**src/hw/rtl/ndd_pkg.sv**
```systemverilog
// ----------------------------------------------------------------------------
// ndd_pkg
// Shared types and constants for the Newton divided-difference block.
// ----------------------------------------------------------------------------
package ndd_pkg;

    localparam int MAX_POINTS_DEF = 16;
    localparam int FRAC_BITS_DEF  = 16;

    localparam logic [1:0] ST_OK   = 2'd0;
    localparam logic [1:0] ST_REP  = 2'd1;
    localparam logic [1:0] ST_SAT  = 2'd2;
    localparam logic [1:0] ST_FULL = 2'd3;

    typedef struct packed {
        logic               start_req;
        logic signed [31:0] position;
        logic signed [31:0] sample;
    } t_in_item;

    typedef struct packed {
        logic signed [31:0] coefficient;
        logic [5:0]         order;
        logic [1:0]         status;
    } t_out_item;

    typedef enum logic [2:0] {
        S_IDLE,
        S_READ,
        S_SETUP,
        S_DIV,
        S_WRITE,
        S_OUT
    } t_state;

endpackage

```
**src/hw/rtl/newton_divided_difference_top.sv**
```systemverilog
// ----------------------------------------------------------------------------
// newton_divided_difference_top
// Incremental Newton divided differences with one shared radix-2 divider.
// ----------------------------------------------------------------------------
// Point k of a set takes k divisions in one shared restoring divider, each
// over 33 + FRAC_BITS quotient bits, with the states of memory read, setup
// and write back around it. A zero divisor skips the iterations. The S_OUT
// state then presents the result. The first point of a set and a point past
// a full store are answered from S_IDLE directly. The input is stalled
// while an item is in work or its result waits to be taken.
module newton_divided_difference_top #(
    parameter int MAX_POINTS = ndd_pkg::MAX_POINTS_DEF,
    parameter int FRAC_BITS  = ndd_pkg::FRAC_BITS_DEF
) (
    input  logic              i_clk,
    input  logic              i_rst_n,
    input  logic              i_valid,
    output logic              o_stall,
    input  ndd_pkg::t_in_item i_item,
    output logic              o_valid,
    input  logic              i_stall,
    output ndd_pkg::t_out_item o_item
);
    localparam int IW = $clog2(MAX_POINTS);
    localparam int CW = $clog2(MAX_POINTS + 1);
    localparam int NW = 33 + FRAC_BITS;     // dividend magnitude width
    localparam int DW = 33;                  // divisor magnitude width
    localparam int BW = $clog2(NW + 1);

    // storage
    logic signed [31:0] r_pos_mem [MAX_POINTS];
    logic signed [31:0] r_diag_mem[MAX_POINTS];

    ndd_pkg::t_state r_state, n_state;
    logic [CW-1:0] r_cnt, n_cnt;
    logic [IW-1:0] r_k, n_k;
    logic [IW-1:0] r_d, n_d;
    logic signed [31:0] r_pos, n_pos;
    logic signed [31:0] r_upper, n_upper;   // diagonal[d+1]
    logic signed [31:0] r_rd_diag, r_rd_pos;
    logic [1:0] r_status, n_status;
    logic r_valid, n_valid;
    ndd_pkg::t_out_item r_out, n_out;
    // divider
    logic [NW-1:0] r_q, n_q;
    logic [DW:0]   r_rem, n_rem;
    logic [DW-1:0] r_dm, n_dm;
    logic [BW-1:0] r_bit, n_bit;
    logic r_neg, n_neg;
    logic r_zero, n_zero;
    logic r_nsign, n_nsign;
    logic r_nz, n_nz;

    logic signed [32:0] num_w, den_w;
    logic [DW:0] rem_sh;
    logic [DW:0] rem_sub;
    logic signed [31:0] quot;
    logic [1:0] qflag;
    logic wr_en;
    logic [IW-1:0] wr_idx;
    logic signed [31:0] wr_data;
    logic pos_we;
    logic [IW-1:0] rd_idx;

    assign o_stall = (r_state != ndd_pkg::S_IDLE) || r_valid;
    assign o_valid = r_valid;
    assign o_item  = r_out;

    assign num_w  = 33'(r_upper) - 33'(r_rd_diag);
    assign den_w  = 33'(r_pos) - 33'(r_rd_pos);
    assign rem_sh = {r_rem[DW-1:0], r_q[NW-1]};
    assign rem_sub = rem_sh - {1'b0, r_dm};

    // saturate quotient, or replace it when the divisor is zero
    always_comb begin
        qflag = ndd_pkg::ST_OK;
        quot  = '0;
        if (r_zero) begin
            qflag = ndd_pkg::ST_REP;
            if (!r_nz) quot = '0;
            else if (r_nsign) quot = 32'sh8000_0000;
            else quot = 32'sh7fff_ffff;
        end else if (r_neg) begin
            if (r_q > NW'(33'h0_8000_0000)) begin
                qflag = ndd_pkg::ST_SAT;
                quot = 32'sh8000_0000;
            end else begin
                quot = 32'(-r_q[32:0]);
            end
        end else begin
            if (r_q > NW'(33'h0_7fff_ffff)) begin
                qflag = ndd_pkg::ST_SAT;
                quot = 32'sh7fff_ffff;
            end else begin
                quot = r_q[31:0];
            end
        end
    end

    // sequencer
    always_comb begin
        n_state = r_state; n_cnt = r_cnt; n_k = r_k; n_d = r_d; n_pos = r_pos;
        n_upper = r_upper; n_status = r_status; n_valid = r_valid; n_out = r_out;
        n_q = r_q; n_rem = r_rem; n_dm = r_dm; n_bit = r_bit; n_neg = r_neg;
        n_zero = r_zero; n_nsign = r_nsign; n_nz = r_nz;
        wr_en = 1'b0; wr_idx = r_k; wr_data = i_item.sample; pos_we = 1'b0;
        rd_idx = r_d;
        if (r_valid && !i_stall) n_valid = 1'b0;
        unique case (r_state)
            ndd_pkg::S_IDLE: begin
                if (i_valid && !o_stall) begin
                    if (i_item.start_req || r_cnt == '0) begin
                        n_k = '0;
                        n_cnt = CW'(1);
                        wr_en = 1'b1; pos_we = 1'b1; wr_idx = '0;
                        n_out = '{coefficient: i_item.sample, order: '0,
                                  status: ndd_pkg::ST_OK};
                        n_valid = 1'b1;
                    end else if (r_cnt == CW'(MAX_POINTS)) begin
                        n_out = '{coefficient: '0, order: '0,
                                  status: ndd_pkg::ST_FULL};
                        n_valid = 1'b1;
                    end else begin
                        n_k = r_cnt[IW-1:0];
                        n_cnt = r_cnt + CW'(1);
                        wr_en = 1'b1; pos_we = 1'b1; wr_idx = r_cnt[IW-1:0];
                        n_pos = i_item.position;
                        n_upper = i_item.sample;
                        n_d = r_cnt[IW-1:0] - IW'(1);
                        n_status = ndd_pkg::ST_OK;
                        n_state = ndd_pkg::S_READ;
                    end
                end
            end
            ndd_pkg::S_READ: n_state = ndd_pkg::S_SETUP;
            ndd_pkg::S_SETUP: begin
                n_zero  = (den_w == '0);
                n_nz    = (num_w != '0);
                n_nsign = num_w[32];
                n_neg   = num_w[32] ^ den_w[32];
                n_q     = NW'(num_w[32] ? 33'(-num_w) : 33'(num_w)) << FRAC_BITS;
                n_dm    = den_w[32] ? 33'(-den_w) : 33'(den_w);
                n_rem   = '0;
                n_bit   = BW'(NW);
                n_state = den_w == '0 ? ndd_pkg::S_WRITE : ndd_pkg::S_DIV;
            end
            ndd_pkg::S_DIV: begin
                if (!rem_sub[DW]) begin
                    n_rem = rem_sub;
                    n_q = {r_q[NW-2:0], 1'b1};
                end else begin
                    n_rem = rem_sh;
                    n_q = {r_q[NW-2:0], 1'b0};
                end
                n_bit = r_bit - BW'(1);
                if (r_bit == BW'(1)) n_state = ndd_pkg::S_WRITE;
            end
            ndd_pkg::S_WRITE: begin
                wr_en = 1'b1; wr_idx = r_d; wr_data = quot;
                n_upper = quot;
                if (qflag == ndd_pkg::ST_REP) n_status = ndd_pkg::ST_REP;
                else if (qflag == ndd_pkg::ST_SAT && r_status == ndd_pkg::ST_OK)
                    n_status = ndd_pkg::ST_SAT;
                if (r_d == '0) begin
                    n_state = ndd_pkg::S_OUT;
                end else begin
                    n_d = r_d - IW'(1);
                    rd_idx = r_d - IW'(1);
                    n_state = ndd_pkg::S_READ;
                end
            end
            ndd_pkg::S_OUT: begin
                n_out = '{coefficient: r_upper, order: 6'(r_k), status: r_status};
                n_valid = 1'b1;
                n_state = ndd_pkg::S_IDLE;
            end
            default: n_state = ndd_pkg::S_IDLE;
        endcase
    end

    // memories: one write port each, registered read
    always_ff @(posedge i_clk) begin
        if (wr_en) r_diag_mem[wr_idx] <= wr_data;
        if (pos_we) r_pos_mem[wr_idx] <= i_item.position;
        r_rd_diag <= r_diag_mem[rd_idx];
        r_rd_pos  <= r_pos_mem[rd_idx];
    end

    // control registers
    always_ff @(posedge i_clk) begin
        if (!i_rst_n) begin
            r_state <= ndd_pkg::S_IDLE;
            r_cnt   <= '0;
            r_valid <= 1'b0;
        end else begin
            r_state <= n_state;
            r_cnt   <= n_cnt;
            r_valid <= n_valid;
        end
    end

    // datapath registers
    always_ff @(posedge i_clk) begin
        r_k <= n_k; r_d <= n_d; r_pos <= n_pos; r_upper <= n_upper;
        r_status <= n_status; r_out <= n_out; r_q <= n_q; r_rem <= n_rem;
        r_dm <= n_dm; r_bit <= n_bit; r_neg <= n_neg; r_zero <= n_zero;
        r_nsign <= n_nsign; r_nz <= n_nz;
    end

endmodule

```
**config.mk**
```make
export PLATFORM = sky130hd
export DESIGN_NAME = newton_divided_difference_top
export DESIGN_NICKNAME = d
export VERILOG_FILES = /design/src/hw/rtl/ndd_pkg.sv /design/src/hw/rtl/newton_divided_difference_top.sv
export SDC_FILE = /design/constraint.sdc
export NUM_CORES = 2
export LEC_CHECK = 0
export ABC_AREA = 1
export BUFFER_PORTS_ARGS = -buffer_cell sky130_fd_sc_hd__buf_2
export CORE_UTILIZATION = 30
export CTS_CLUSTER_DIAMETER = 120
export DETAILED_ROUTE_END_ITERATION = 10
export RECOVER_POWER = 25
export SETUP_SLACK_MARGIN = 0.2
export SLEW_MARGIN = 40
export SYNTH_ARGS = -nofsm -noshare
export SYNTH_HDL_FRONTEND = slang
export SYNTH_SLANG_ARGS = --single-unit
```
**constraint.sdc**
```tcl
create_clock -name i_clk -period 16.2 [get_ports i_clk]
set_input_delay 4.86 -clock i_clk [delete_from_list [all_inputs] [get_ports i_clk]]
set_output_delay 4.86 -clock i_clk [all_outputs]
set_load 0.005 [all_outputs]
```
==> results.cfg <==
[run_status]
status = complete, but fails checks
violations = max-capacitance violations, max-slew violations

[clock_network]
clock_tree.buffer_depth = 3
cts_resized = 0
path_clk_slew_ns = 0.06
cts_buffers = 131
cts_tree = built
clkLatencyLatePin_ns = 0.78
h-tree-depth = 4
cts.sinks = 1334
post_cts_buffers = 0
root_buffer = clkbuf_16
holdBufCountCts = 0

[yosys]
avgSynthCellArea_um2 = 10.5
yosysWarnings = 0
ys.flop_type = edfxtp_1
synth_top_area_share = 0.606
synth_top_area_cell = edfxtp_1
ys_ff_latch = 1334
synth_cell_types = 62
synth_edf_count = 1261
synth_most_common_cell = edfxtp_1
yosysSeqAreaShare = 0.630
synth-async-reset-ratio = 0
yosys-top-cells-count = edfxtp_1 (1261), nand2_1 (975), a21oi_1 (674)
postSynthCellCount = 5957
synth_area_um2 = 62500
yosys-top-cells-area = edfxtp_1 (61%), nand2_1 (5.9%), a21oi_1 (5.4%)

[worst_setup_path]
crit_family = simple AND/OR/NAND/NOR gates
critPathRequiredTime_ns = 16.84
critPathLaunchType = flip-flop
crit_fanout = 81
critPathKind = flip-flop to flip-flop
cp_cell_sequence = nor2_1, clkinvlp_2, nor2_1, clkinvlp_2, nor2_1, clkinvlp_2, nand2_1, nand2_8, clkbuf_1, o21ai_0, o21ai_1, o221ai_1, nand2_1
slowest_delay_ns = 2.17
critPathBufInv = 4
cp_slowest_cell = nand2_1
end_kind = flip-flop
arrival_ns = 11.04

[die]
io_pins = 111
die_h_um = 458
initial_core_util = 0.302
core_um2 = 207000
die_w_um = 458
die-area_um2 = 210000
rows = 167

[pwr]
switchingPower_w = 0.00574
irDropWorstVdd_v = 0.000151
swShare = 0.411
cell_internal_pwr_w = 0.00822
pwr-share-comb = 0.427
pwr-share-clk = 0.219
p_total_w = 0.0140
p_per_area_nw_per_um2 = 198
share_seq_of_total_power = 0.354
leakage_nw = 25.4

[layout]
fin_area_um2 = 70500
nNetsFinal = 6147
synthToLayoutAreaGrowth_pct = 12.9
fillers = 20700
drive_above_1_share = 0.0743

[routing]
avgViaCountPerCell = 4.97
drcViolationCount = 0
wl_mm = 167
drt_iter0_markers = 4050
firstDrtPassIters = 6
num_vias = 44100
antenna_left = 0
wire_per_inst_um = 18.8

[grt]
grt_max_degree = 153
overflow = 0
gr-usage-all-layers = 0.155
first_global_vias = 42100
antenna_found_initial = 26
grt_first_pass_wirelength_mm = 253

[sta]
relSlewSlack = -1.32
period_share = 0.642
final.setup.tns_ns = 0
rsz0062_at_grt = false
skew_ns = 0.0281
worstMarginPinSlew_ns = 3.47
fmax_mhz = 96.1
min_period_ns = 10.41
hold_viol = 0
slew_viol_final = 553
hold_slack_ns = 0.513
setup_viol = 0

[place]
place.gp.congestion = 0.888
dpl.hpwl_mm = 105
place_area_um2 = 66200
numPortBuffers = 108

[flow_run]
cap_violations = 11

[worst_hold_path]
hold_path_class = flip-flop to flip-flop
-- tightest hold or removal path, cell delays in order (launching register included) --
cell     delay (ns)
dfxtp_1        0.34
nand2_1        0.07
a21oi_1        0.05
-- cell families (layout without fill, tap and decap cells) --
logic type	count (synthesis)	in the layout	share of synthesized area
xor gates and xnor gates	111	111	0.0159
other	1	17	0.0000600
and+or+nand+nor	1797	1797	0.121
AOI/OAI and AO/OA	1680	1680	0.152
adders and majority gates	112	112	0.0228
DFF	1334	1334	0.630
buffers and inverters	922	1038	0.0584
-- final timing paths --
| kind | start | to | slack [ns] | depth (start not counted) |
|---|---|---|---|---|
| worst min register to register | r_cnt[1]$_SDFFE_PN0P_ | r_cnt[1]$_SDFFE_PN0P_ | 0.51 | 2 |
| worst max register to register | r_state[0]$_SDFFE_PN0P_ | r_rd_pos[4]$_DFF_P_ | 5.79 | 13 |
| worst max-delay path | r_state[0]$_SDFFE_PN0P_ | r_rd_pos[4]$_DFF_P_ | 5.79 | 13 |
| worst min-delay path | r_cnt[1]$_SDFFE_PN0P_ | r_cnt[1]$_SDFFE_PN0P_ | 0.51 | 2 |
-- power groups by stage --
stage / logic [W] / registers [W] / clock network, W
5_1_grt: 0.00670 / 0.00499 / 0.00324
4_1_cts: 0.00597 / 0.00493 / 0.00312
2_1_floorplan: 0.00430 / 0.00491 / 0
3_5_place_dp: 0.00595 / 0.00500 / 0
3_3_place_gp: 0.00582 / 0.00499 / 0
6_report: 0.00595 / 0.00494 / 0.00306
-- per-layer routing --
metal	GRT usage	vias to the layer above	part of all wire
met2	0.257	1356	0.48
met3	0.0243	309	0.060
met1	0.202	21200	0.43
li1	-	21200	-
met4	0.0643	24	0.036
met5	0	-	0.00081
-- through the flow --
step | instances | utilization | worst slack (ns)
2_1_floorplan | 5958 | - | 7.87
4_1_cts | 8860 | 0.341 | 8.92
6_report | 8877 | 0.340 | 5.79
5_1_grt | 8872 | 0.340 | 4.98
3_5_place_dp | 8619 | 0.320 | 8.10
3_3_place_gp | 8610 | 0.319 | 7.92
-- layout make-up --
class / count / area, µm² / area share
antenna: 15 / 37.5 / 0.000532
sequential: 1334 / 39300 / 0.558
tap: 2788 / 3490 / 0.0495
timing repair buffer: 185 / 1260 / 0.0179
clock inverter: 50 / 588 / 0.00834
clock buffer: 191 / 3760 / 0.0533
inverter: 612 / 2310 / 0.0328
multi-input combinational: 3702 / 19700 / 0.280
-- flip-flops by register name (all words and copies together), names as in the netlist, 6 cells and up --
register    count
r_pos_mem     512
r_q            49
r_upper        32
r_pos          32
r_diag_mem    512
r_rd_pos       32
r_rd_diag      32
r_dm           33
r_bit           6
r_rem          33
o_item         38
-- placed cells by master, fill, tap and decap left out, types with 6 or more instances in the layout --
master,synthesis,routed
clkbuf_16,0,134
nor2_1,427,394
clkbuf_1,175,72
o21ai_0,474,479
o21bai_1,7,7
a21oi_1,674,674
dfxtp_1,73,73
nand3_1,173,173
nand4_1,39,39
inv_2,11,6
nor4_1,10,10
xor2_1,74,74
buf_2,110,84
clkbuf_8,0,19
nand3b_1,17,17
edfxtp_1,1261,1261
o32ai_1,78,78
or2_2,7,7
o21ai_1,174,169
ha_1,109,109
buf_4,11,49
nor3_1,90,90
bufinv_16,0,7
nand2_2,19,17
a31oi_1,8,8
nor2_4,5,38
nand2_1,975,976
xnor2_1,34,34
clkinv_1,2,19
nor2_2,9,11
clkinv_2,1,9
inv_1,596,598
o221ai_1,70,70
diode_2,0,15
o211ai_1,158,158
No activity file was read; power rests on OpenSTA's default activity.
